--- src/rtl/core/poisson_stencil_csr_generator_top_defines.svh ---
// Assertion macros used by the stencil generator top module.
`ifndef POISSON_STENCIL_CSR_GENERATOR_TOP_DEFINES_SVH
`define POISSON_STENCIL_CSR_GENERATOR_TOP_DEFINES_SVH

// Checked property, ignored while reset is asserted.
`define PSC_ASSERT(lbl, prop, msg) \
    lbl: assert property (@(posedge aclk) disable iff (!aresetn) prop) else $error(msg);

// Checked property that also holds across reset.
`define PSC_ASSERT_RST(lbl, prop, msg) \
    lbl: assert property (@(posedge aclk) prop) else $error(msg);

`endif

--- src/rtl/core/psc_pkg.sv ---
package psc_pkg;

    // Grid geometry
    localparam int ROW_STRIDE = 64;
    localparam int MAX_ROWS   = 64;
    localparam int POS_W      = 6;
    localparam int SIZE_W     = 7;
    localparam int IDX_W      = 12;
    localparam int NNZ_W      = 15;
    localparam int COEF_W     = 32;
    localparam int VAL_W      = 34;
    localparam int SUM_W      = 35;
    localparam int SLOTS      = 5;
    localparam int CNT_W      = 3;

    // Configuration port
    localparam int CFG_IDX_W  = 3;
    localparam int CFG_DATA_W = 32;

    // Size limits; each cap is the smaller of 64 and the stride or row limit
    localparam logic [SIZE_W-1:0] MIN_SIZE   = SIZE_W'(2);
    localparam logic [SIZE_W-1:0] WIDTH_CAP  = SIZE_W'(ROW_STRIDE < 64 ? ROW_STRIDE : 64);
    localparam logic [SIZE_W-1:0] HEIGHT_CAP = SIZE_W'(MAX_ROWS < 64 ? MAX_ROWS : 64);

    // Register indexes
    localparam logic [CFG_IDX_W-1:0] REG_GRID_WIDTH    = 3'd0;
    localparam logic [CFG_IDX_W-1:0] REG_GRID_HEIGHT   = 3'd1;
    localparam logic [CFG_IDX_W-1:0] REG_BOUNDARY_MODE = 3'd2;
    localparam logic [CFG_IDX_W-1:0] REG_COEF_SOUTH    = 3'd3;
    localparam logic [CFG_IDX_W-1:0] REG_COEF_WEST     = 3'd4;
    localparam logic [CFG_IDX_W-1:0] REG_COEF_CENTER   = 3'd5;
    localparam logic [CFG_IDX_W-1:0] REG_COEF_EAST     = 3'd6;
    localparam logic [CFG_IDX_W-1:0] REG_COEF_NORTH    = 3'd7;

    // Entry slots in emit order
    localparam int SLOT_S = 0;
    localparam int SLOT_W = 1;
    localparam int SLOT_C = 2;
    localparam int SLOT_E = 3;
    localparam int SLOT_N = 4;

    // Boundary modes
    localparam logic MODE_DIRICHLET = 1'b0;
    localparam logic MODE_NEUMANN   = 1'b1;

    typedef struct packed {
        logic [SIZE_W-1:0] width;
        logic [SIZE_W-1:0] height;
        logic              mode;
        logic [COEF_W-1:0] south;
        logic [COEF_W-1:0] west;
        logic [COEF_W-1:0] center;
        logic [COEF_W-1:0] east;
        logic [COEF_W-1:0] north;
    } cfg_t;

    typedef struct packed {
        logic [SLOTS-1:0] mask;
        logic [CNT_W-1:0] count;
        logic [IDX_W-1:0] me;
        logic [VAL_W-1:0] center_val;
        logic             east;
        logic             done;
    } point_t;

    // Sign-extend a coefficient to entry width
    function automatic logic [VAL_W-1:0] sext_val(input logic [COEF_W-1:0] c);
        sext_val = {{(VAL_W-COEF_W){c[COEF_W-1]}}, c};
    endfunction

endpackage

--- src/rtl/core/poisson_stencil_csr_generator_top.sv ---
// Five-point stencil matrix generator, compressed sparse row form.
// Input channel s_*: one transfer per grid point; s_restart = 1 starts a
// new matrix at grid point zero. Points are walked column by column, then
// row by row; after the last point the walk returns to point zero by itself.
// Result channel m_*: 3 to 5 entries per point, in the order south, west,
// center, east, north; m_last_of_row marks the point's last entry and
// m_grid_done is set on every entry of the grid's last point.
// Config port: cfg_wr_en writes cfg_wdata into register cfg_index; write
// only while no point is in flight. The first entry of a point passes
// through the pending-slot register, then the output register. Entries
// leave the output register one per cycle while the receiver is ready.
// The next point is taken while the previous one's last entry is being
// loaded or still waits.
// Reset (aresetn low, synchronous): position and count clear, width and
// height return to 64, Dirichlet mode, all coefficients zero, no results.
// When the receiver stalls the output register holds its entry, the
// pending point waits, and s_ready falls once that point is queued.
`include "poisson_stencil_csr_generator_top_defines.svh"

module poisson_stencil_csr_generator_top (
    input  logic                              aclk,
    input  logic                              aresetn,
    // configuration
    input  logic                              cfg_wr_en,
    input  logic [psc_pkg::CFG_IDX_W-1:0]     cfg_index,
    input  logic [psc_pkg::CFG_DATA_W-1:0]    cfg_wdata,
    // grid point input
    input  logic                              s_valid,
    output logic                              s_ready,
    input  logic                              s_restart,
    // matrix entries
    output logic                              m_valid,
    input  logic                              m_ready,
    output logic [psc_pkg::IDX_W-1:0]         m_row_index,
    output logic [psc_pkg::NNZ_W-1:0]         m_row_start,
    output logic [psc_pkg::IDX_W-1:0]         m_column,
    output logic signed [psc_pkg::VAL_W-1:0]  m_value,
    output logic [psc_pkg::NNZ_W-1:0]         m_next_row_start,
    output logic                              m_last_of_row,
    output logic                              m_grid_done
);

    psc_pkg::cfg_t               cfg_reg;
    logic [psc_pkg::POS_W-1:0]   col_pos_reg;
    logic [psc_pkg::POS_W-1:0]   row_pos_reg;
    logic [psc_pkg::NNZ_W-1:0]   nnz_reg;

    logic [psc_pkg::SLOTS-1:0]   pend_reg;
    logic [psc_pkg::SLOTS-1:0]   pend_next;
    logic [psc_pkg::IDX_W-1:0]   me_reg;
    logic [psc_pkg::NNZ_W-1:0]   start_reg;
    logic [psc_pkg::NNZ_W-1:0]   next_reg;
    logic [psc_pkg::VAL_W-1:0]   center_reg;
    logic                        done_reg;

    logic                        out_valid_reg;
    logic [psc_pkg::IDX_W-1:0]   out_row_reg;
    logic [psc_pkg::NNZ_W-1:0]   out_start_reg;
    logic [psc_pkg::IDX_W-1:0]   out_col_reg;
    logic [psc_pkg::VAL_W-1:0]   out_val_reg;
    logic [psc_pkg::NNZ_W-1:0]   out_next_reg;
    logic                        out_last_reg;
    logic                        out_done_reg;

    logic [psc_pkg::POS_W-1:0]   col_eff;
    logic [psc_pkg::POS_W-1:0]   row_eff;
    logic [psc_pkg::NNZ_W-1:0]   nnz_eff;
    logic [psc_pkg::NNZ_W-1:0]   nnz_after;
    psc_pkg::point_t             pt;

    logic                        s_accept;
    logic                        out_load;
    logic                        emit;
    logic [psc_pkg::SLOTS-1:0]   sel_oh;
    logic [psc_pkg::SLOTS-1:0]   pend_clr;
    logic [psc_pkg::IDX_W-1:0]   emit_col;
    logic [psc_pkg::VAL_W-1:0]   emit_val;

    // Configuration registers
    always_ff @(posedge aclk) begin
        if (!aresetn) begin
            cfg_reg.width  <= psc_pkg::SIZE_W'(64);
            cfg_reg.height <= psc_pkg::SIZE_W'(64);
            cfg_reg.mode   <= psc_pkg::MODE_DIRICHLET;
            cfg_reg.south  <= '0;
            cfg_reg.west   <= '0;
            cfg_reg.center <= '0;
            cfg_reg.east   <= '0;
            cfg_reg.north  <= '0;
        end else if (cfg_wr_en) begin
            unique case (cfg_index)
                psc_pkg::REG_GRID_WIDTH:    cfg_reg.width  <= cfg_wdata[psc_pkg::SIZE_W-1:0];
                psc_pkg::REG_GRID_HEIGHT:   cfg_reg.height <= cfg_wdata[psc_pkg::SIZE_W-1:0];
                psc_pkg::REG_BOUNDARY_MODE: cfg_reg.mode   <= cfg_wdata[0];
                psc_pkg::REG_COEF_SOUTH:    cfg_reg.south  <= cfg_wdata;
                psc_pkg::REG_COEF_WEST:     cfg_reg.west   <= cfg_wdata;
                psc_pkg::REG_COEF_CENTER:   cfg_reg.center <= cfg_wdata;
                psc_pkg::REG_COEF_EAST:     cfg_reg.east   <= cfg_wdata;
                psc_pkg::REG_COEF_NORTH:    cfg_reg.north  <= cfg_wdata;
            endcase
        end
    end

    // Restart clears position and count ahead of the stencil
    assign col_eff = s_restart ? '0 : col_pos_reg;
    assign row_eff = s_restart ? '0 : row_pos_reg;
    assign nnz_eff = s_restart ? '0 : nnz_reg;

    psc_stencil u_stencil (
        .cfg     (cfg_reg),
        .col_pos (col_eff),
        .row_pos (row_eff),
        .pt      (pt)
    );

    assign nnz_after = nnz_eff + psc_pkg::NNZ_W'(pt.count);

    // Entry sequencing: lowest pending slot goes out first
    assign out_load = !out_valid_reg || m_ready;
    assign emit     = out_load && (pend_reg != '0);
    assign sel_oh   = pend_reg & (~pend_reg + 1'b1);
    assign pend_clr = pend_reg & ~sel_oh;
    assign s_ready  = (pend_reg == '0) || (emit && (pend_clr == '0));
    assign s_accept = s_valid && s_ready;

    always_comb begin
        priority if (s_accept) begin
            pend_next = pt.mask;
        end else if (emit) begin
            pend_next = pend_clr;
        end else begin
            pend_next = pend_reg;
        end
    end

    // Column and value of the selected slot
    always_comb begin
        priority if (sel_oh[psc_pkg::SLOT_S]) begin
            emit_col = me_reg - psc_pkg::IDX_W'(psc_pkg::ROW_STRIDE);
            emit_val = psc_pkg::sext_val(cfg_reg.south);
        end else if (sel_oh[psc_pkg::SLOT_W]) begin
            emit_col = me_reg - 1'b1;
            emit_val = psc_pkg::sext_val(cfg_reg.west);
        end else if (sel_oh[psc_pkg::SLOT_C]) begin
            emit_col = me_reg;
            emit_val = center_reg;
        end else if (sel_oh[psc_pkg::SLOT_E]) begin
            emit_col = me_reg + 1'b1;
            emit_val = psc_pkg::sext_val(cfg_reg.east);
        end else begin
            emit_col = me_reg + psc_pkg::IDX_W'(psc_pkg::ROW_STRIDE);
            emit_val = psc_pkg::sext_val(cfg_reg.north);
        end
    end

    // Walk state and pending-point control
    always_ff @(posedge aclk) begin
        if (!aresetn) begin
            col_pos_reg <= '0;
            row_pos_reg <= '0;
            nnz_reg     <= '0;
            pend_reg    <= '0;
        end else begin
            pend_reg <= pend_next;
            if (s_accept) begin
                if (pt.done) begin
                    col_pos_reg <= '0;
                    row_pos_reg <= '0;
                    nnz_reg     <= '0;
                end else if (!pt.east) begin
                    col_pos_reg <= '0;
                    row_pos_reg <= row_eff + 1'b1;
                    nnz_reg     <= nnz_after;
                end else begin
                    col_pos_reg <= col_eff + 1'b1;
                    row_pos_reg <= row_eff;
                    nnz_reg     <= nnz_after;
                end
            end
        end
    end

    // Pending point payload
    always_ff @(posedge aclk) begin
        if (s_accept) begin
            me_reg     <= pt.me;
            start_reg  <= nnz_eff;
            next_reg   <= nnz_after;
            center_reg <= pt.center_val;
            done_reg   <= pt.done;
        end
    end

    // Output register
    always_ff @(posedge aclk) begin
        if (!aresetn) begin
            out_valid_reg <= 1'b0;
        end else if (out_load) begin
            out_valid_reg <= emit;
        end
    end

    always_ff @(posedge aclk) begin
        if (emit) begin
            out_row_reg   <= me_reg;
            out_start_reg <= start_reg;
            out_col_reg   <= emit_col;
            out_val_reg   <= emit_val;
            out_next_reg  <= next_reg;
            out_last_reg  <= (pend_clr == '0);
            out_done_reg  <= done_reg;
        end
    end

    assign m_valid          = out_valid_reg;
    assign m_row_index      = out_row_reg;
    assign m_row_start      = out_start_reg;
    assign m_column         = out_col_reg;
    assign m_value          = out_val_reg;
    assign m_next_row_start = out_next_reg;
    assign m_last_of_row    = out_last_reg;
    assign m_grid_done      = out_done_reg;

    // Checks
    `PSC_ASSERT(a_ready_one_left, s_ready |-> $countones(pend_reg) <= 1, "input ready with entries left")
    `PSC_ASSERT(a_center_queued, s_accept |=> pend_reg[psc_pkg::SLOT_C], "point queued without center")
    `PSC_ASSERT(a_last_flag, (emit && (pend_clr == '0)) |=> (m_valid && m_last_of_row), "last entry not flagged")
    `PSC_ASSERT_RST(a_reset_clear, !aresetn |=> ((pend_reg == '0) && !m_valid), "reset left work pending")

endmodule

--- src/rtl/core/psc_stencil.sv ---
module psc_stencil (
    input  psc_pkg::cfg_t                 cfg,
    input  logic [psc_pkg::POS_W-1:0]     col_pos,
    input  logic [psc_pkg::POS_W-1:0]     row_pos,
    output psc_pkg::point_t               pt
);

    logic [psc_pkg::POS_W-1:0] wlast;
    logic [psc_pkg::POS_W-1:0] hlast;
    logic                      south;
    logic                      west;
    logic                      east;
    logic                      north;
    logic [psc_pkg::SUM_W-1:0] a1;
    logic [psc_pkg::SUM_W-1:0] a2;
    logic [psc_pkg::SUM_W-1:0] a3;
    logic [psc_pkg::SUM_W-1:0] a4;
    logic [psc_pkg::SUM_W-1:0] a5;
    logic [psc_pkg::SUM_W-1:0] folded;
    logic [psc_pkg::SUM_W-1:0] center_sum;

    // Last column / row index after clamping the size registers
    always_comb begin
        priority if (cfg.width < psc_pkg::MIN_SIZE) begin
            wlast = psc_pkg::POS_W'(psc_pkg::MIN_SIZE - 1'b1);
        end else if (cfg.width > psc_pkg::WIDTH_CAP) begin
            wlast = psc_pkg::POS_W'(psc_pkg::WIDTH_CAP - 1'b1);
        end else begin
            wlast = psc_pkg::POS_W'(cfg.width - 1'b1);
        end
    end

    always_comb begin
        priority if (cfg.height < psc_pkg::MIN_SIZE) begin
            hlast = psc_pkg::POS_W'(psc_pkg::MIN_SIZE - 1'b1);
        end else if (cfg.height > psc_pkg::HEIGHT_CAP) begin
            hlast = psc_pkg::POS_W'(psc_pkg::HEIGHT_CAP - 1'b1);
        end else begin
            hlast = psc_pkg::POS_W'(cfg.height - 1'b1);
        end
    end

    // Neighbor presence; positions past the edge count as the edge
    assign south = (row_pos != '0);
    assign west  = (col_pos != '0);
    assign east  = (col_pos < wlast);
    assign north = (row_pos < hlast);

    assign a1 = {{(psc_pkg::SUM_W-psc_pkg::COEF_W){cfg.south[psc_pkg::COEF_W-1]}}, cfg.south};
    assign a2 = {{(psc_pkg::SUM_W-psc_pkg::COEF_W){cfg.west[psc_pkg::COEF_W-1]}}, cfg.west};
    assign a3 = {{(psc_pkg::SUM_W-psc_pkg::COEF_W){cfg.center[psc_pkg::COEF_W-1]}}, cfg.center};
    assign a4 = {{(psc_pkg::SUM_W-psc_pkg::COEF_W){cfg.east[psc_pkg::COEF_W-1]}}, cfg.east};
    assign a5 = {{(psc_pkg::SUM_W-psc_pkg::COEF_W){cfg.north[psc_pkg::COEF_W-1]}}, cfg.north};

    // Fold missing neighbors into the diagonal
    assign folded = (south ? '0 : a1) + (west ? '0 : a2)
                  + (east  ? '0 : a4) + (north ? '0 : a5);
    assign center_sum = (cfg.mode == psc_pkg::MODE_NEUMANN) ? (a3 + folded) : (a3 - folded);

    always_comb begin
        pt.mask                 = '0;
        pt.mask[psc_pkg::SLOT_S] = south;
        pt.mask[psc_pkg::SLOT_W] = west;
        pt.mask[psc_pkg::SLOT_C] = 1'b1;
        pt.mask[psc_pkg::SLOT_E] = east;
        pt.mask[psc_pkg::SLOT_N] = north;
        pt.count      = psc_pkg::CNT_W'(1) + psc_pkg::CNT_W'(south) + psc_pkg::CNT_W'(west)
                      + psc_pkg::CNT_W'(east) + psc_pkg::CNT_W'(north);
        pt.me         = psc_pkg::IDX_W'(row_pos) * psc_pkg::IDX_W'(psc_pkg::ROW_STRIDE)
                      + psc_pkg::IDX_W'(col_pos);
        pt.center_val = center_sum[psc_pkg::VAL_W-1:0];
        pt.east       = east;
        pt.done       = !north && !east;
    end

endmodule

--- config.mk ---
export PLATFORM = sky130hd
export DESIGN_NAME = poisson_stencil_csr_generator_top
export DESIGN_NICKNAME = d
export VERILOG_FILES = /design/src/rtl/core/psc_pkg.sv /design/src/rtl/core/poisson_stencil_csr_generator_top.sv /design/src/rtl/core/psc_stencil.sv
export VERILOG_INCLUDE_DIRS = /design/src /design/src/rtl/core
export SDC_FILE = /design/constraint.sdc
export NUM_CORES = 1
export LEC_CHECK = 0
export BUFFER_PORTS_ARGS = -buffer_cell sky130_fd_sc_hd__buf_2
export CAP_MARGIN = 5
export CORE_MARGIN = 1.5
export CORE_UTILIZATION = 46
export CTS_CLUSTER_DIAMETER = 200
export DETAILED_ROUTE_END_ITERATION = 16
export PLACE_DENSITY = 0.68
export SLEW_MARGIN = 20
export SYNTH_ARGS = -nofsm -noshare
export SYNTH_HDL_FRONTEND = slang
export SYNTH_SLANG_ARGS = --single-unit
export TNS_END_PERCENT = 10
--- constraint.sdc ---
create_clock -name aclk -period 9.5 [get_ports aclk]
set_input_delay 0.475 -clock aclk [delete_from_list [all_inputs] [get_ports aclk]]
set_output_delay 0.475 -clock aclk [all_outputs]
set_load 0.03 [all_outputs]
Word level (Yosys, flattened, before mapping)
Index checks and enable logic that the tools add are counted.

word-level totals
  bits in registers = 375
  output and inout port bits = 92

cells by class
  add/subtract/negate cells = 20
  magnitude comparators = 6
  equality and inequality tests = 7
  multiplexer cells = 27
  bitwise operators = 4
  reduce and logical (&&, ||, !) cells = 24

operators by type and width
  cell                   number
  $mux 34                9
  $add 34x34->34         4
  $mux 6                 10
  $mux 12                4
  $sub 34x34->34         1
  $mux 15                2
  $reduce_and 2->1       8
  $add 15x3->15          1
  $gt 7x7->1 const B     2
  $lt 7x2->1 const B     2
  $add 12x1->12 const B  1
  $add 12x6->12          1
  $add 12x7->12 const B  1
  $add 6x1->6 const B    2
  $eq 3x3->1 const B     4
  $lt 6x6->1             2
  $reduce_bool 6->1      2
  $sub 12x1->12 const B  1
  $sub 12x7->12 const B  1
  $sub 6x1->6 const B    2
  $and 5x5->5            2
  $logic_not 5->1        2
  $mux 5                 2
  $not 5->5              2
  11 further kinds       20

Depth between registers and ports, before layout
Gate-level depths: netlist (run 1).

  depth in word-level cells = 10
  depth in mapped cells = 44
  mapped depth without buffers = 42

Cells and area by module
Synthesis (run 1) repeated with hierarchy kept, for this count alone.

unflattened totals
  cells, all modules = 2473
  area, all modules = 22681.8 sq um

modules (own cells, without submodules)
  module                             instances  cells each  area an instance (sq um)  seq. area each (sq um)
  poisson_stencil_csr_generator_top  1          1488        15398.5                   9178.8
  psc_stencil                        1          985         7283.2                    0.0

Worst setup path after synthesis (run 1)
OpenSTA, ideal clock, no wires.

  path type = input-to-reg
  start = input s_restart
  end = register center_reg[30] in the netlist's numbering (data pin)
  setup time = 0.258 ns
  data arrival time = 8.778 ns
  required time = 9.242 ns
  slack = 0.464 ns
  stages on the path = 40
  path buffers = 4
  cell sequence = clkbuf_1 -> clkbuf_1 -> clkbuf_1 -> nand2b_1 -> inv_1 -> ha_1 -> a21o_1 -> a21o_1 -> a21o_1 -> a21o_1 -> a21oi_2 -> inv_2 -> clkbuf_1 -> and2_1 -> fa_1 -> inv_1 -> fa_1 -> inv_1 -> [... 4 more ...] -> a21oi_2 -> xor2_1 -> and4b_1 -> and4b_1 -> a21oi_1 -> xor2_1 -> ha_1 -> a21o_1 -> a21o_1 -> a21oi_1 -> o2111ai_1 -> o21bai_1 -> a2111oi_0 -> o21ai_0 -> a41o_1 -> a21o_1 -> a21oi_1 -> xnor2_1

RTL lines
  what                    RTL line                                  RTL
  start: declaration      poisson_stencil_csr_generator_top.sv:30   input logic s_restart,
  end signal: assignment  poisson_stencil_csr_generator_top.sv:189  center_reg <= pt.center_val;
  end: declaration        poisson_stencil_csr_generator_top.sv:53   logic [psc_pkg::VAL_W-1:0] center_reg;

==> reports/qor.yml, run 1 <==
sta:
  fin_crit_ns: 8.98
  tns_ns: 0
  fmax_mhz: 111
  rsz0062_at_grt: "no"
  relSlewSlack_pct: 23.3
  setup_viol: 0
  fin_skew_ns: 0.0187
  worst_pin_slew_ns: 1.15
  timing.final.ws_setup_ns: 0.521
  slew_viol_final: 0
  hold_viol: 0
  fin_crit_sh_pct: 94.5
floorplan:
  initial_utilization_pct: 46.8
  dieArea_um2: 50100
  die_w_um: 224
  row_count: 80
  pin_count: 133
  die_h_um: 224
  coreArea_um2: 47900
layout:
  fillCellCount: 4309
  area_growth_pct: 12.7
  mostFrequentLayoutCell: "nand2_1"
  drive_gt1_share_pct: 11.5
  fin_area_um2: 25300
  utilization_pct: 52.8
  largest_reg_flops: 175
  most-common-layout-cells: "488 x nand2_1, 204 x dfxtp_1, 181 x a21boi_0, 167 x edfxtp_1"
  multi_input_area_um2: 12400
  ff_latch_area_um2: 9180
  diodes: 0
  nNetsFinal: 2793
synth:
  yosysTopAreaCell: "edfxtp_1"
  synth_area_um2: 22400
  ys_seq_elements: 375
  synthCells: 2504
  syn_area_per_cell_um2: 8.96
  synth-edff-count: 167
  ys.flop_type: "dfxtp_1"
  synth_warnings: 0
  synth_top_area_share_pct: 22.3
  ys_async_sr_fraction_pct: 0
  netlist_top_cells_area: "edfxtp_1 22%, dfxtp_1 19%, nand2_1 8.2%, fa_1 6.2%, a21boi_0 6.1%"
  synth-seq-area-share_pct: 40.9
  syn_nets: 2707
  synth_cell_types: 88
power:
  ir_drop_uv: 109
  power_density_nw_per_um2: 180
  power.leakage_nw: 10.4
worst_setup_path:
  crit_fanout: 21
  worstSetupPathType: "flip-flop to flip-flop"
  slowest_delay_ns: 0.61
  rr_startpoint: "cfg_reg[163]"
  critPathSlowestCell: "fa_1"
  cp_common_cell: "a21o_1"
  r2r_slack_ns: 0.52
  cp.arrival_ns: 9.31
  worstSetupEndpointType: "flip-flop"
  timing.rr.end: "center_reg[30]"
  reg2reg_depth: 37
  critPathRequiredTime_ns: 9.83
  worst_setup_path_start_kind: "flip-flop"
run:
  maxCapViolations: 0
routing:
  via_count: 18100
  final_antenna_net_count: 0
  drt_first_pass_iters: 6
  viasPerCell: 5.58
  avgRoutedWirePerCell_um: 18.8
  wl_um: 60800
  drt_iter0_drc: 1125
  drc: 0
cts:
  cts.sinks: 375
  cts-root-buf: "clkbuf_16"
  cts.clk_slew.worst_paths_ns: 0.06
  clock_latency_ns: 0.59
  cts.path.max_buffers: 3
  cts_buffers: 42
  cts-htree-levels: 2
  tritoncts: "done"
  cts_hold_buf: 0
run_status:
  status: "complete, no violations"
min_path:
  min_delay_worst_endpoint: "cfg_reg[24]"
  hold_class: "input port to flip-flop"
  holdPathStages: 3
  hp-start: "cfg_wdata[24]"
placed_design:
  postPlaceCellArea_um2: 23700
  pre_cts_slack_ns: -0.165
  portBuffers: 132
  post-dp-hpwl_um: 42500
  gp_congestion: 0.949
global_route:
  grt_max_degree: 125
  overflow: 0
  grt_pass1_wl_um: 96300
  grt_pass1_vias: 17600
  grtUsageTotal_pct: 24.2
  antenna_found_initial: 1
[area by class of cell]
| type | instances | area share (%) |
|---|---|---|
| inverters | 149 | 2.28 |
| flip-flops and latches | 375 | 36.3 |
| clock buffers | 53 | 4.56 |
| multi-input cells | 1852 | 49.0 |
| well taps | 615 | 3.04 |
| clock inverters | 25 | 1.10 |
| repair buffers | 170 | 3.76 |
[cell usage after synthesis (all sizes together) (5+ instances only)]
master,instances
xor2,48
o311ai,5
nor3,30
nor3b,5
or2,7
a41oi,6
o21bai,11
ha,93
clkbuf,113
nand4,15
o21a,19
dfxtp,208
a21oi,154
a211oi,8
a21boi,190
o21ai,93
nor4,9
inv,149
nand2b,17
nand2,489
a31o,6
fa,69
nor2,142
a21o,37
and3,42
o211ai,10
or3,9
buf,15
nor2b,48
mux2i,41
and2,73
a31oi,19
edfxtp,167
xnor2,69
nand3,38
[metrics by stage]
| step | instances | power (mW) | hold slack (ns) |
|---|---|---|---|
| 2_1_floorplan | 2504 | 2.61 | 0.400 |
| 3_3_place_gp | 3156 | 2.86 | 0.404 |
| 3_5_place_dp | 3156 | 2.88 | 0.405 |
| 4_1_cts | 3234 | 4.57 | 0.154 |
| 5_1_grt | 3239 | 4.73 | 0.177 |
| 6_report | 3239 | 4.55 | 0.191 |
[worst max-delay path: cells and delay by family, from the launching register on]
family | cells | cell delay [ns]
simple gates | 6 | 1.63
compound gates | 21 | 3.99
flops | 1 | 0.34
buf+inv | 2 | 0.41
xor+xnor | 3 | 0.42
fa+ha+maj | 5 | 1.91
[worst max path at each step]
| stage | startpoint | end | slack (ns) | cells past startpoint |
|---|---|---|---|---|
| floorplan | s_restart | center_reg[30] | 0.46 | 40 |
| global placement | cfg_reg[163] | center_reg[32] | 0.15 | 39 |
| detailed placement | cfg_reg[163] | center_reg[32] | -0.16 | 39 |
| CTS | cfg_reg[163] | center_reg[30] | 0.07 | 39 |
| global route | cfg_reg[163] | center_reg[30] | 0.02 | 39 |
| finish | cfg_reg[163] | center_reg[30] | 0.52 | 37 |
[power by group]
| group | switching [mW] | internal [mW] |
|---|---|---|
| Clock | 0.708 | 0.979 |
| Sequential | 0.0618 | 1.89 |
| Combinational | 0.616 | 0.296 |
[cell families after synthesis]
kind of cell / after synthesis / synth area share (%)
AND/OR/NAND/NOR: 940 / 19.2
multiplexers: 42 / 1.88
buffers and inverters: 277 / 4.70
XOR/XNOR: 117 / 4.60
flip-flops: 375 / 40.9
adder cells (fa/ha/maj): 163 / 11.4
AO/OA/AOI/OAI: 590 / 17.4
[timing repair]
item	CTS	global route
setup buffers	0	5
gates resized for setup	3	32
pin swaps	0	9
endpoints found under the setup margin	2	10
[metal layers]
| layer | up-vias | global-route usage, % | routed length, µm |
|---|---|---|---|
| met2 | 479 | 40.2 | 28400 |
| met1 | 8749 | 32.6 | 27400 |
| met4 | 2 | 7.30 | 1580 |
| met5 | - | 0 | 13 |
| li1 | 8725 | - | - |
| met3 | 109 | 3.57 | 3350 |
Note: power is estimated with default switching activity, not from simulation.
==> run 2, diff against run 1 <==
--- a/config.mk
+++ b/config.mk
@@ -13,6 +13,8 @@
 export CTS_CLUSTER_DIAMETER = 200
 export DETAILED_ROUTE_END_ITERATION = 16
 export PLACE_DENSITY = 0.68
+export RECOVER_POWER = 100
+export SETUP_SLACK_MARGIN = 0.3
 export SLEW_MARGIN = 20
 export SYNTH_ARGS = -nofsm -noshare
 export SYNTH_HDL_FRONTEND = slang
==> run 2 against run 1 <==
Compared with the run above:
- the flow now finishes with violations (capacitance limit, slew limit)
- critical path depth unchanged
- first-iteration DRC count increased by 3.0%
- sequential share of layout area fell by 0.066 points
- global-route usage is essentially flat
- cell area increased by 0.24%
- combinational power is 0.9% lower
- sequential power is essentially flat
- wire length rose by 1.8%
- register-to-register slack better by 0.06 ns
- hold slack worse by 0.0027 ns
- die area stayed put
- clock skew decreased by 0.0014 ns
==> reports/qor.yml, run 2 (same netlist as run 1, synthesis figures left out) <==
power:
  power_density_nw_per_um2: 180  # about the same
  ir_drop_uv: 110  # was 109 µV
  power.leakage_nw: 10.1  # was 10.4 nW
worst_setup_path:
  critPathRequiredTime_ns: 9.84  # was 9.83 ns
  cp.arrival_ns: 9.25  # was 9.31 ns
  reg2reg_depth: 37  # unchanged
  worstSetupPathType: "flip-flop to flip-flop"  # unchanged
  slowest_delay_ns: 0.56  # was 0.61 ns
  crit_fanout: 6  # was 21
  worstSetupEndpointType: "flip-flop"  # unchanged
  critPathSlowestCell: "fa_1"  # unchanged
  worst_setup_path_start_kind: "flip-flop"  # unchanged
  cp_common_cell: "a21o_1"  # unchanged
run:
  maxCapViolations: 12  # was 0
min_path:
  holdPathStages: 3  # unchanged
  hold_class: "input port to flip-flop"  # unchanged
layout:
  diodes: 0  # unchanged
  nNetsFinal: 2809  # was 2793
  largest_reg_flops: 175  # unchanged
  multi_input_area_um2: 12500  # was 12400 µm²
  utilization_pct: 52.9  # was 52.8%
  drive_gt1_share_pct: 8.71  # was 11.5%
  mostFrequentLayoutCell: "nand2_1"  # unchanged
  ff_latch_area_um2: 9190  # was 9180 µm²
  fin_area_um2: 25400  # was 25300 µm²
  fillCellCount: 4351  # was 4309
  area_growth_pct: 13.0  # was 12.7%
  most-common-layout-cells: "489 x nand2_1, 202 x dfxtp_1, 189 x a21boi_0, 167 x edfxtp_1, 146 x inv_1"  # was 488 x nand2_1, 204 x dfxtp_1, 181 x a21boi_0, 167 x edfxtp_1
floorplan:
  dieArea_um2: 50100  # unchanged
  coreArea_um2: 47900  # unchanged
  row_count: 80  # unchanged
  pin_count: 133  # unchanged
  die_w_um: 224  # unchanged
  die_h_um: 224  # unchanged
  initial_utilization_pct: 46.8  # unchanged
routing:
  viasPerCell: 5.59  # was 5.58
  final_antenna_net_count: 0  # unchanged
  drt_iter0_drc: 1159  # was 1125
  drc: 0  # unchanged
  wl_um: 61800  # was 60800 µm
  via_count: 18200  # was 18100
  drt_first_pass_iters: 5  # was 6
  avgRoutedWirePerCell_um: 19.0  # was 18.8 µm
sta:
  slew_viol_final: 562  # was 0
  fin_skew_ns: 0.0174  # was 0.0187 ns
  fin_crit_sh_pct: 93.9  # was 94.5%
  fin_crit_ns: 8.92  # was 8.98 ns
  rsz0062_at_grt: "no"  # unchanged
  fmax_mhz: 112  # was 111 MHz
  worst_pin_slew_ns: 4.61  # was 1.15 ns
  hold_viol: 0  # unchanged
  tns_ns: 0  # unchanged
  relSlewSlack_pct: -207  # was 23.3%
  setup_viol: 0  # unchanged
  holdWs_ns: 0.189  # was 0.191 ns
cts:
  cts.sinks: 375  # unchanged
  cts.path.max_buffers: 3  # unchanged
  cts.clk_slew.worst_paths_ns: 0.06  # about the same
  cts-htree-levels: 2  # unchanged
  clock_latency_ns: 0.59  # about the same
  cts_hold_buf: 0  # unchanged
  cts-root-buf: "clkbuf_16"  # unchanged
  tritoncts: "done"  # unchanged
  cts_buffers: 42  # unchanged
global_route:
  overflow: 0  # unchanged
  grt_pass1_wl_um: 96400  # was 96300 µm
  antenna_found_initial: 1  # unchanged
  grt_max_degree: 125  # unchanged
  grtUsageTotal_pct: 24.2  # about the same
  grt_pass1_vias: 17600  # about the same
placed_design:
  post-dp-hpwl_um: 42500  # unchanged
  portBuffers: 132  # unchanged
  gp_congestion: 0.949  # unchanged
  postPlaceCellArea_um2: 23700  # unchanged
run_status:
  violations: "capacitance limit, slew limit"
  status: "finished, violations left"  # was complete, no violations
## run 2: cell count changes in the layout (fill, tap and decap cells not counted), moves of 5 or more
cell      before  now
clkbuf_1       5  110
buf_2        131   37
and2_0         0    5
ha_2           0    6
ha_1          91   84
a21boi_1       9    0
a21boi_0     181  189
and2_1        72   65
## run 2: per-layer routing
metal	vias to the layer above	part of all wire [%]	track usage, %
met2	499	47	40.3
met1	8847	45	32.7
li1	8756	-	-
met3	104	5.6	3.54
met4	2	2.4	7.24
met5	-	0.021	0
## run 2: area by class of cell
| cell class | instances | area share (%) |
|---|---|---|
| Multi-Input combinational cell | 1852 | 49.2 |
| Sequential cell | 375 | 36.2 |
| Clock buffer | 53 | 4.54 |
| Timing Repair Buffer | 184 | 3.59 |
| Tap cell | 615 | 3.03 |
| Inverter | 149 | 2.24 |
| Clock inverter | 25 | 1.10 |
| Timing Repair inverter | 2 | 0.0493 |
## run 2: through the flow
step	std cells	worst slack, ns	power, mW
finish	3255	0.581	4.55
global route	3255	0.138	4.73
CTS	3237	0.323	4.57
detailed placement	3156	-0.165	2.88
global placement	3156	0.153	2.86
floorplan	2504	0.464	2.61
## run 2: final timing paths
| check | from | endpoint | slack (ns) |
|---|---|---|---|
| worst max-delay path | cfg_reg[165] | center_reg[30] | 0.58 |
| worst min-delay path | cfg_wdata[24] | cfg_reg[24] | 0.19 |
| worst max register to register | cfg_reg[165] | center_reg[30] | 0.58 |
| worst min register to register | start_reg[4] | m_row_start[4] | 0.42 |
## run 2: critical path, delay by kind of cell (launching register included)
family | cells | cell delay (ns)
xor gates and xnor gates | 3 | 0.45
and+or+nand+nor | 5 | 1.60
buffers and inverters | 3 | 0.40
adders and majority gates | 5 | 1.82
AOI/OAI and AO/OA | 21 | 4.05
DFF | 1 | 0.32
## run 2: timing repair
action / in CTS / in global routing
pin swaps: 4 / 35
resized for setup: 12 / 57
buffers inserted: 3 / 16
gates cloned: 0 / 2
endpoints found under the setup margin: 6 / 11
## run 2: where the power goes
part	switching [mW]	internal [mW]
clock network	0.711	0.979
logic	0.622	0.282
registers	0.0649	1.89
total	1.40	3.15
==> run 3, diff against run 2 <==
--- a/config.mk
+++ b/config.mk
@@ -18,5 +18,6 @@
 export SLEW_MARGIN = 20
 export SYNTH_ARGS = -nofsm -noshare
 export SYNTH_HDL_FRONTEND = slang
+export SYNTH_HIERARCHICAL = 1
 export SYNTH_SLANG_ARGS = --single-unit
 export TNS_END_PERCENT = 10
==> run 3 against run 2 <==
Compared with the run above:
- the run still ends with capacitance limit, slew limit left
- clock skew is 0.0071 ns higher
- clock-buffer cell count is 1 lower
- wire length is 2.7% lower
- cell area is 0.12% higher
- global-route usage is 0.48 points lower
- worst setup slack better by 0.0077 ns
- sequential power is 3% higher
- synthesized cell count is 1.2% lower
- via count is 1.2% lower
- non-clock buffer count is 4 lower
- critical path depth is 4 higher
==> reports/qor.yml, run 3 <==
run_status:
  status: "finished, violations left"  # unchanged
  violations: "capacitance limit, slew limit"  # unchanged
worst_setup_path:
  critPathRequiredTime_ns: 9.84  # about the same
  critPathSlowestCell: "or4_1"  # was fa_1
  worst_setup_path_start_kind: "flip-flop"  # unchanged
  slowest_delay_ns: 0.57  # was 0.56 ns
  cp.arrival_ns: 9.25  # about the same
  worstSetupPathType: "flip-flop to flip-flop"  # unchanged
  worstSetupEndpointType: "flip-flop"  # unchanged
  crit_fanout: 11  # was 6
  cp_common_cell: "a21o_1"  # unchanged
routing:
  via_count: 18000  # was 18200
  wl_um: 60200  # was 61800 µm
  avgRoutedWirePerCell_um: 18.4  # was 19.0 µm
  drc: 0  # unchanged
  drt_iter0_drc: 1405  # was 1159
  final_antenna_net_count: 0  # unchanged
  drt_first_pass_iters: 5  # unchanged
  viasPerCell: 5.51  # was 5.59
synth:
  syn_nets: 2673  # was 2707
  synth-seq-area-share_pct: 40.5  # was 40.9%
  synth_cell_types: 91  # was 88
  yosysTopAreaCell: "edfxtp_1"  # unchanged
  synth_most_common_cell: "nand2_1"  # unchanged
  synth-edff-count: 167  # unchanged
  ys_top_cells_by_count: "514 x nand2_1, 208 x dfxtp_1, 189 x a21boi_0"  # was 488 x nand2_1, 208 x dfxtp_1, 182 x a21boi_0
  synthCells: 2473  # was 2504
  ys_async_sr_fraction_pct: 0  # unchanged
  ys.flop_type: "dfxtp_1"  # unchanged
  syn_area_per_cell_um2: 9.17  # was 8.96 µm²
  synth_warnings: 6  # was 0
  synth_top_area_share_pct: 22.1  # was 22.3%
  netlist_top_cells_area: "edfxtp_1 22%, dfxtp_1 18%, nand2_1 8.5%, a21boi_0 6.3%, fa_1 6.0%"  # was edfxtp_1 22%, dfxtp_1 19%, nand2_1 8.2%, fa_1 6.2%, a21boi_0 6.1%
  synth_area_um2: 22700  # was 22400 µm²
  ys_seq_elements: 375  # unchanged
sta:
  worst_pin_slew_ns: 4.39  # was 4.61 ns
  fin_crit_sh_pct: 93.8  # was 93.9%
  rsz0062_at_grt: "yes"  # was no
  tns_ns: 0  # unchanged
  fin_crit_ns: 8.91  # was 8.92 ns
  hold_viol: 0  # unchanged
  relSlewSlack_pct: -193  # was -207%
  slew_viol_final: 528  # was 562
  timing.final.ws_setup_ns: 0.589  # was 0.581 ns
  setup_viol: 0  # unchanged
  fmax_mhz: 112  # about the same
  fin_skew_ns: 0.0244  # was 0.0174 ns
global_route:
  grt_pass1_vias: 17800  # was 17600
  grt_pass1_wl_um: 94900  # was 96400 µm
  grt_max_degree: 110  # was 125
  grtUsageTotal_pct: 23.7  # was 24.2%
  antenna_found_initial: 1  # unchanged
  overflow: 0  # unchanged
min_path:
  hold_class: "input port to flip-flop"  # unchanged
placed_design:
  post-dp-hpwl_um: 40600  # was 42500 µm
  pre_cts_slack_ns: 0.434  # was -0.165 ns
  gp_congestion: 0.952  # was 0.949
  portBuffers: 132  # unchanged
layout:
  drive_gt1_share_pct: 9.01  # was 8.71%
  fillCellCount: 4473  # was 4351
  nNetsFinal: 2762  # was 2809
  area_growth_pct: 11.9  # was 13.0%
  most-common-layout-cells: "514 x nand2_1, 205 x dfxtp_1, 190 x a21boi_0, 167 x edfxtp_1, 139 x inv_1"  # was 489 x nand2_1, 202 x dfxtp_1, 189 x a21boi_0, 167 x edfxtp_1, 146 x inv_1
  mostFrequentLayoutCell: "nand2_1"  # unchanged
  largest_reg_flops: 175  # unchanged
cts:
  cts_hold_buf: 0  # unchanged
  tritoncts: "done"  # unchanged
  cts-htree-levels: 2  # unchanged
  cts.clk_slew.worst_paths_ns: 0.06  # about the same
  cts-root-buf: "clkbuf_16"  # unchanged
  cts.sinks: 375  # unchanged
  cts_buffers: 44  # was 42
  cts.path.max_buffers: 3  # unchanged
  clock_latency_ns: 0.61  # was 0.59 ns
floorplan:
  initial_utilization_pct: 46.5  # was 46.8%
  die_w_um: 225  # was 224 µm
  coreArea_um2: 48700  # was 47900 µm²
  dieArea_um2: 50600  # was 50100 µm²
  die_h_um: 225  # was 224 µm
  row_count: 81  # was 80
  pin_count: 133  # unchanged
power:
  power_density_nw_per_um2: 182  # was 180 nW/µm²
  ir_drop_uv: 136  # was 110 µV
  power.leakage_nw: 9.97  # was 10.1 nW
run:
  maxCapViolations: 8  # was 12
==> run 3: changes by cell type in the layout (fill, tap and decap cells not counted), sizes merged, moves of 5 or more <==
cell / previous run / this run
o21a: 19 / 7
or4: 3 / 9
a41oi: 6 / 1
and3: 42 / 18
nand2: 489 / 514
mux2i: 41 / 70
nand3b: 2 / 7
clkinv: 17 / 23
clkbuf: 159 / 153
and2: 73 / 102
o21ai: 93 / 118
inv: 154 / 143
nor2: 142 / 71
a21oi: 154 / 103
==> run 3: cell type report <==
cell class / count / area, µm² / share of cell area [%]
well taps: 664 / 831 / 3.27
flip-flops and latches: 375 / 9190 / 36.2
clock inverters: 30 / 274 / 1.08
clock buffers: 52 / 1140 / 4.49
inverters: 141 / 531 / 2.09
multi-input cells: 1820 / 12500 / 49.4
diodes: 2 / 5.00 / 0.0197
repair buffers: 180 / 887 / 3.49
==> run 3: report_power, final <==
part | switching (mW) | leakage, nW | internal [mW] | total [mW]
combinational | 0.652 | 5.92 | 0.302 | 0.955
sequential | 0.0809 | 3.36 | 1.94 | 2.02
clock | 0.726 | 0.693 | 0.931 | 1.66
total | 1.46 | 9.97 | 3.17 | 4.63
==> run 3: critical path: cells and delay by family, from the launching register on <==
kind	cells	cell delay (ns)
XOR/XNOR	3	0.44
flip-flops	1	0.33
adder cells (fa/ha/maj)	5	2.04
buffers and inverters	4	0.47
AND/OR/NAND/NOR	13	2.60
AO/OA/AOI/OAI	16	2.79
==> run 3: kinds of logic (layout without fill, tap and decap cells) <==
family / after synthesis / in the layout / share of synthesized area, %
mux: 73 / 73 / 3.24
buf+inv: 278 / 403 / 5.09
flops: 375 / 375 / 40.5
compound gates: 552 / 552 / 16.4
xor+xnor: 123 / 123 / 4.75
simple gates: 911 / 911 / 19.0
fa+ha+maj: 160 / 160 / 11.1
other cells: 1 / 3 / 0.0165
==> run 3: final timing paths <==
check | to | slack, ns | start | depth (start not counted)
worst max-delay path | center_reg[30] | 0.59 | cfg_reg[172] | 41
worst min-delay path | cfg_reg[39] | 0.18 | cfg_wdata[7] | 3
worst max register to register | center_reg[30] | 0.59 | cfg_reg[172] | 41
worst min register to register | m_next_row_start[2] | 0.42 | next_reg[2] | 0
==> run 3: metal layers <==
metal | up-vias | wire (µm) | GRT usage (%)
met5 | - | 13 | 0
met4 | 2 | 1570 | 7.40
met3 | 127 | 3720 | 3.70
met2 | 596 | 28300 | 39.8
met1 | 8638 | 26600 | 31.4
li1 | 8619 | - | -
==> run 3: metrics by stage <==
stage	hold slack, ns	total power, mW	util (%)	instance area (µm²)	cells
detailed placement	0.405	2.98	48.8	23800	3160
global route	0.172	4.84	52.1	25400	3262
floorplan	0.400	2.71	-	22700	2473
global placement	0.404	2.96	48.8	23800	3160
finish	0.184	4.63	52.1	25400	3264
CTS	0.151	4.65	51.7	25200	3242
==> run 3: repair_timing <==
| item | 4_1_cts | 5_1_grt |
|---|---|---|
| buffers inserted | 0 | 19 |
| hold endpoints to repair | 0 | 0 |
| gates resized for setup | 0 | 50 |
| endpoints found under the setup margin | 0 | 8 |
